### src/hdl/tdec_pkg.sv
`timescale 1ns / 1ps
// Shared types and constants for the triangle depth/elevation converter.
// No dependencies; every other file of the block uses this package.
package tdec_pkg;

  // Word and intermediate widths.
  localparam int WORD_BITS   = 32;
  localparam int THR_W       = 16;
  localparam int NUM_W       = 3 * WORD_BITS;
  localparam int DEN_W       = 2 * WORD_BITS + 2;
  localparam int QUO_W       = WORD_BITS + 3;
  localparam int CBRT_W      = WORD_BITS;
  localparam int SQRT_W      = WORD_BITS + 2;
  localparam int ITER_STAGES = QUO_W;
  localparam int SAT_W       = WORD_BITS + 6;

  // Command codes.
  localparam logic CMD_D2E = 1'b0;
  localparam logic CMD_E2D = 1'b1;

  typedef enum logic [1:0] {
    REG_DRY = 2'd0,
    REG_LOW = 2'd1,
    REG_MID = 2'd2,
    REG_WET = 2'd3
  } region_t;

  // Item context that rides along the iterative stages.
  typedef struct packed {
    logic                 cmd;
    region_t              region;
    logic                 neg;
    logic [WORD_BITS-1:0] z1;
    logic [WORD_BITS-1:0] v;
    logic [WORD_BITS-1:0] d21;
    logic [WORD_BITS-1:0] d31;
  } side_t;

  // State of divider, cube root and square root at one stage.
  typedef struct packed {
    logic [NUM_W-1:0]      rem;
    logic [DEN_W-1:0]      den;
    logic [QUO_W-1:0]      quo;
    logic [3*CBRT_W-1:0]   c_arg;
    logic [CBRT_W-1:0]     c_root;
    logic [2*CBRT_W-1:0]   c_sq;
    logic [3*CBRT_W-1:0]   c_cube;
    logic [2*SQRT_W-1:0]   s_arg;
    logic [SQRT_W-1:0]     s_root;
    logic [2*SQRT_W-1:0]   s_sq;
    side_t                 side;
  } iter_t;

  // Saturate a wide signed value to the signed word.
  function automatic logic [WORD_BITS-1:0] sat_word(input logic signed [SAT_W-1:0] x);
    logic signed [SAT_W-1:0] hi;
    logic signed [SAT_W-1:0] lo;
    hi = SAT_W'({1'b0, {(WORD_BITS-1){1'b1}}});
    lo = -hi - SAT_W'(1);
    if (x > hi) begin
      sat_word = hi[WORD_BITS-1:0];
    end else if (x < lo) begin
      sat_word = lo[WORD_BITS-1:0];
    end else begin
      sat_word = x[WORD_BITS-1:0];
    end
  endfunction

endpackage

### src/hdl/tdec_iter_stage.sv
`timescale 1ns / 1ps
// One registered step of the restoring divider, cube root and square root.
// Depends on tdec_pkg for the stage record and widths.
module tdec_iter_stage #(
  parameter int STEP = 0
) (
  input  logic            clk,
  input  logic            en,
  input  tdec_pkg::iter_t d_in,
  output tdec_pkg::iter_t d_out
);

  localparam int NW    = tdec_pkg::NUM_W;
  localparam int QW    = tdec_pkg::QUO_W;
  localparam int CW    = tdec_pkg::CBRT_W;
  localparam int SW    = tdec_pkg::SQRT_W;
  localparam int CMP_W = tdec_pkg::DEN_W + QW;
  localparam int CUB_W = 3 * CW + 4;
  localparam int CSQ_W = 2 * CW + 2;
  localparam int SSQ_W = 2 * SW + 2;
  localparam int QB    = QW - 1 - STEP;
  localparam bit DO_CUBE = (STEP < CW);
  localparam int CB    = DO_CUBE ? (CW - 1 - STEP) : 0;
  localparam bit DO_SQRT = (STEP < SW);
  localparam int SB    = DO_SQRT ? (SW - 1 - STEP) : 0;

  tdec_pkg::iter_t  nxt;
  tdec_pkg::iter_t  stage_r;
  logic [CMP_W-1:0] den_sh;
  logic [CMP_W-1:0] rem_x;
  logic [CUB_W-1:0] term_a;
  logic [CUB_W-1:0] term_b;
  logic [CUB_W-1:0] cube_try;
  logic [CSQ_W-1:0] csq_try;
  logic [SSQ_W-1:0] ssq_try;

  // Trial values for this bit of each unit.
  always_comb begin
    den_sh   = CMP_W'(d_in.den) << QB;
    rem_x    = CMP_W'(d_in.rem);
    term_a   = CUB_W'(d_in.c_sq) << CB;
    term_b   = CUB_W'(d_in.c_root) << (2 * CB);
    cube_try = CUB_W'(d_in.c_cube) + term_a + (term_a << 1) + term_b + (term_b << 1)
             + (CUB_W'(1) << (3 * CB));
    csq_try  = CSQ_W'(d_in.c_sq) + (CSQ_W'(d_in.c_root) << (CB + 1))
             + (CSQ_W'(1) << (2 * CB));
    ssq_try  = SSQ_W'(d_in.s_sq) + (SSQ_W'(d_in.s_root) << (SB + 1))
             + (SSQ_W'(1) << (2 * SB));
  end

  // Accept each trial bit that keeps the partial result in range.
  always_comb begin
    nxt = d_in;
    if (rem_x >= den_sh) begin
      nxt.rem     = NW'(rem_x - den_sh);
      nxt.quo[QB] = 1'b1;
    end
    if (DO_CUBE && (cube_try <= CUB_W'(d_in.c_arg))) begin
      nxt.c_root = d_in.c_root | (CW'(1) << CB);
      nxt.c_sq   = (2 * CW)'(csq_try);
      nxt.c_cube = (3 * CW)'(cube_try);
    end
    if (DO_SQRT && (ssq_try <= SSQ_W'(d_in.s_arg))) begin
      nxt.s_root = d_in.s_root | (SW'(1) << SB);
      nxt.s_sq   = (2 * SW)'(ssq_try);
    end
  end

  always_ff @(posedge clk) begin
    if (en) begin
      stage_r <= nxt;
    end
  end

  assign d_out = stage_r;

endmodule

### config.mk
export PLATFORM = sky130hd
export DESIGN_NAME = tdec_iter_stage
export DESIGN_NICKNAME = d
export VERILOG_FILES = /design/src/hdl/tdec_pkg.sv /design/src/hdl/tdec_iter_stage.sv
export SDC_FILE = /design/constraint.sdc
export NUM_CORES = 2
export LEC_CHECK = 0
export ABC_CLOCK_PERIOD_IN_PS = 8100
export BUFFER_PORTS_ARGS = -buffer_cell sky130_fd_sc_hd__clkbuf_2
export CAP_MARGIN = 25
export CORE_AREA = 2 2 613 615
export DETAILED_ROUTE_END_ITERATION = 16
export DIE_AREA = 0 0 615 617
export PLACE_DENSITY = 0.3
export SLEW_MARGIN = 20
export SYNTH_ARGS = -nofsm -noshare
export SYNTH_HDL_FRONTEND = slang
export SYNTH_SLANG_ARGS = --single-unit
### constraint.sdc
create_clock -name clk -period 8.1 [get_ports clk]
set_input_delay 0.81 -clock clk [delete_from_list [all_inputs] [get_ports clk]]
set_output_delay 0.81 -clock clk [all_outputs]
set_load 0.02 [all_outputs]
# Yosys cells after proc, flatten, opt, wreduce, memory -nomap -nowiden
# Index checks and enable logic that the tools add are counted.
[totals] ff_bits=787 wordCells=36
[op_classes] add_sub_neg=10 magnitude_cmp=3 n_mux=3
[op_table] cell="$mux 160" count=1
[op_table] cell="$add 100x94->100 const B" count=1
[op_table] cell="$add 99x95->100" count=1
[op_table] cell="$ge 96x100->1" count=1
[op_table] cell="$le 100x96->1" count=1
[op_table] cell="$add 98x94->99" count=1
[op_table] cell="$add 97x96->98" count=1
[op_table] cell="$add 96x95->97" count=1
[op_table] cell="$mux 96" count=1
[op_table] cell="$sub 96x96->96" count=1
[op_table] cell="$add 69x67->70 const B" count=1
[op_table] cell="$le 70x68->1" count=1
[op_table] cell="$add 68x68->69" count=1
[op_table] cell="$mux 68" count=1
[op_table] cell="$add 64x63->64 const B" count=1
[op_table] cell="$add 64x64->64" count=1

# Logic depth before layout (Yosys ltp)
[logic_depth] word_depth=7 mapped_depth=33 ltp_nobuf=30

# Worst setup path after synthesis
# No wires, ideal clock.
[synth_timing] path_type="input to register" startpoint="in d_in[370] (netlist name)" endpoint="reg stage_r (netlist bit d_out[341]), data pin" setup_time_ps=260 arrival_ps=6796 slack_ps=1044 stages=29 cell_sequence="inv_1 fa_1 inv_1 fa_1 inv_1 fa_1 inv_1 ha_1 clkbuf_1 nand2_1 nor4_1 nand2b_1 a311o_1 o211ai_1 a21oi_1 xnor2_1 ha_1 a21o_1 a21o_1 a211oi_1 o21bai_1 a211oi_1 o31ai_1 o21ai_0 nand3_1 a211oi_2 buf_4 buf_4 mux2_2"
[synth_rtl] item="start, declared" line_no="tdec_iter_stage.sv:9" rtl="input tdec_pkg::iter_t d_in,"
[synth_rtl] item="end signal, assigned" line_no="tdec_iter_stage.sv:71" rtl="stage_r <= nxt;"
[synth_rtl] item="end, declared" line_no="tdec_iter_stage.sv:28" rtl="tdec_pkg::iter_t stage_r;"

==> summary.log <==
INFO  clock_tree     cts_sinks=787
INFO  clock_tree     ctsResizeCount=0
INFO  drt            post_detailed_route_wirelength_per_cell=30.0µm
INFO  cells_and_area post_route_cells_drive_above_1_share=35.6%
INFO  global_routing grt_usage=16.2%
INFO  critical_path  crit_path_max_incr_delay=530ps
INFO  power          intPower=11400µW
INFO  drt            drt-pass1-iter-count=5
INFO  clock_tree     cts.repair_timing.setup_buffer_count=0
INFO  clock_tree     ctsLongestPathBuffers=4
INFO  timing         slew_headroom=18.8%
INFO  job            drv_cap=0
INFO  clock_tree     numCtsBuffers=117
INFO  timing         layout_worst_path_cycle_share=94.0%
INFO  global_routing grt_pass1_wl=405000µm
INFO  yosys          post_synth_net_total=5210
INFO  drt            vias=38121
INFO  timing         setup-violations-final=0
INFO  drt            vias_per_cell=3.59
INFO  floorplanning  num_ports=1576
INFO  timing         worst_hold_slack=113ps
INFO  timing         fmax=0.131GHz
INFO  place          post-place-cells=10377
INFO  clock_tree     cts.clk_slew.worst_paths=60ps
INFO  power          peakVddDrop=0.000189V
INFO  floorplanning  coreArea=374000µm²
INFO  yosys          synth_compound_gate_area_share=11.4%
INFO  yosys          yosys.area_share.adder=19.8%
INFO  timing         setup_repair_after_global_routing_missed_its_margin=no
INFO  power          power.share.combinational=42.0%
INFO  place          post_dp_cell_area=60700µm²
INFO  global_routing first_global_vias=39618
INFO  yosys          synth_sequential_area_ratio=51.5%
INFO  clock_tree     holdBufCountCts=0
INFO  timing         period_needed=7610ps
INFO  cells_and_area finalInstanceArea=64700µm²
INFO  drt            wirelength=318000µm
INFO  power          switching_component_of_the_power=7610µW
INFO  yosys          synth-main-ff-cell=edfxtp_1
INFO  yosys          synth_xor_area_share=3.20%
INFO  place          place.port_buffers=1575
INFO  global_routing grt.overflow.total=0
INFO  clock_tree     clock_tree.root_cell=clkbuf_16
INFO  place          pre_cts_slack=-582ps
INFO  critical_path  crit_path_top_delay_cell=fa_1
INFO  yosys          synth.top_cell.area_share=51.5%
INFO  yosys          yosys_register_bits=787
INFO  power          p_per_area=293nW/µm²
INFO  power          p_clk_share=28.9%
INFO  yosys          async_reset_ff_share=0%
INFO  yosys          synth.lib_cells_used.distinct=84
INFO  critical_path  timing.critical_path.to=d_out[453]
INFO  clock_tree     cts_max_level=3
INFO  yosys          dominant_combinational_cell_family_by_area_after_synthesis=adder cells
INFO  timing         hold_viol_final=0
INFO  drt            postRouteAntennaNets=0
INFO  critical_path  setup.worst_path.end_class=register
INFO  clock_tree     clock_tree_from_tritoncts=built
INFO  global_routing grt_start_max_net_pins=133
INFO  floorplanning  design.die.area=379000µm²
INFO  place          dpl.hpwl=279000µm
INFO  yosys          netlist_instances=3775
INFO  place          routabilityCongestion=0.919
INFO  floorplanning  die_x=615µm
INFO  cells_and_area final_cells=10620
INFO  power          pwr-share-seq=29.1%
INFO  timing         setup_total_negative_slack=0ps
INFO  critical_path  cp_data_required_time=8630ps
INFO  yosys          synthesis.area=45900µm²
INFO  yosys          synthesis.yosys.warnings=0
INFO  critical_path  crit_start=d_in[434]
INFO  cells_and_area final_nets=6937
INFO  critical_path  worstSetupStartpointType=primary input
INFO  yosys          postSynthAreaPerCell=12.2µm²
INFO  yosys          synth_simple_gate_area_share=7.01%
INFO  power          power.leakage=0.0289µW
INFO  yosys          synth.largest_area_cell=edfxtp_1
INFO  hold_path      min_delay_path_depth=1
INFO  drt            detailedRoute.firstIterationViolations=2701
INFO  yosys          yosys-mux-area-fraction=2.32%
INFO  cells_and_area largest_register_ffs=787
INFO  floorplanning  initial_core_utilization=12.3%
INFO  critical_path  critPathKind=primary input to register
INFO  outcome        run_status=completed
INFO  power          power_switching_share=40.1%
INFO  critical_path  crit_arrival=8140ps
INFO  floorplanning  placementRows=225
INFO  timing         final.setup.worst_slack=488ps
INFO  yosys          synth-edff-count=787
INFO  critical_path  worst-path-max-fanout=46
INFO  yosys          synth_top_cells_by_area=edfxtp_1, ha_1, fa_1
INFO  cells_and_area areaGrowthSynthToFinish=41.0%
INFO  floorplanning  fp.dieH=617µm
INFO  global_routing antenna_found_initial=167
INFO  timing         pin_slew_with_the_least_headroom_to_its_limit=1220ps
INFO  timing         finalMaxSlewViolations=0
INFO  drt            drc_violations=0
INFO  hold_path      min-delay-path-class=primary input to register
## Yosys cell counts (all sizes together), types with 43 or more instances
master  instances
a21o          133
o21ai         233
nand2         256
clkbuf         61
nand4          68
ha            514
a21oi         241
edfxtp        787
fa            132
inv           491
xnor2         105
nor2          134
mux2           83
xor2           63
nor3           43
## per-stage QoR
| stage | utilization [%] | power (µW) |
|---|---|---|
| floorplan | - | 9780 |
| global placement | 16.2 | 13800 |
| detailed placement | 16.2 | 13700 |
| CTS | 17.3 | 19400 |
| global route | 17.3 | 20100 |
| finish | 17.3 | 19000 |
## power groups by stage
stage	Clock [µW]	Combinational, µW	Sequential, µW
after floorplan	0	3710	6070
after detailed placement	0	8090	5590
after global routing	5820	8750	5560
final	5490	7970	5520
after CTS	5730	8150	5530
after global placement	0	8140	5620
## logic make-up (layout without fill, tap and decap cells)
group / count (synthesis) / after routing
other cells: 0 / 29
simple gates: 679 / 679
buf+inv: 574 / 2396
compound gates: 836 / 836
xor+xnor: 168 / 168
flops: 787 / 787
mux: 85 / 85
fa+ha+maj: 646 / 646
## layout by cell type, fill, tap and decap left out, types with 105 or more instances in the layout
cell | synthesis | routed
clkbuf_2 | 1 | 1574
clkbuf_16 | 0 | 117
nand2_1 | 256 | 256
fa_1 | 132 | 132
buf_4 | 6 | 107
inv_1 | 491 | 491
o21ai_0 | 223 | 223
xnor2_1 | 105 | 105
edfxtp_1 | 787 | 787
ha_1 | 514 | 514
nor2_1 | 134 | 133
a21oi_1 | 241 | 241
a21o_1 | 130 | 130
## worst min path at each step
stage	from	endpoint	slack, ps
final	d_in[83]	d_out[83]	110
after global routing	d_in[83]	d_out[83]	40
after CTS	d_in[594]	d_out[594]	7
after detailed placement	d_in[599]	d_out[599]	990
after global placement	d_in[114]	d_out[114]	990
after floorplan	d_in[0]	d_out[0]	910
## routing by layer
layer | track usage, % | wire (µm) | part of all wire (%)
met1 | 17.6 | 117000 | 37
met2 | 30.3 | 167000 | 52
met3 | 3.90 | 20900 | 6.6
met4 | 5.40 | 13000 | 4.1
met5 | 0 | 430 | 0.14
## worst max-delay path, delay by kind of cell
family | cells | cell delay [ps]
AOI/OAI and AO/OA | 10 | 2230
xor gates and xnor gates | 1 | 430
adders and majority gates | 5 | 2280
buffers and inverters | 10 | 1390
and+or+nand+nor | 5 | 920
## layout make-up
cell class | count | area [µm²]
fillers | 41629 | 309000
clock inverters | 87 | 997
flip-flops and latches | 787 | 23600
diodes | 29 | 72.6
well taps | 4994 | 6250
inverters | 491 | 1840
clock buffers | 127 | 2970
repair buffers | 1691 | 8880
multi-input cells | 2414 | 20100
No activity file was read; power rests on OpenSTA's default activity.
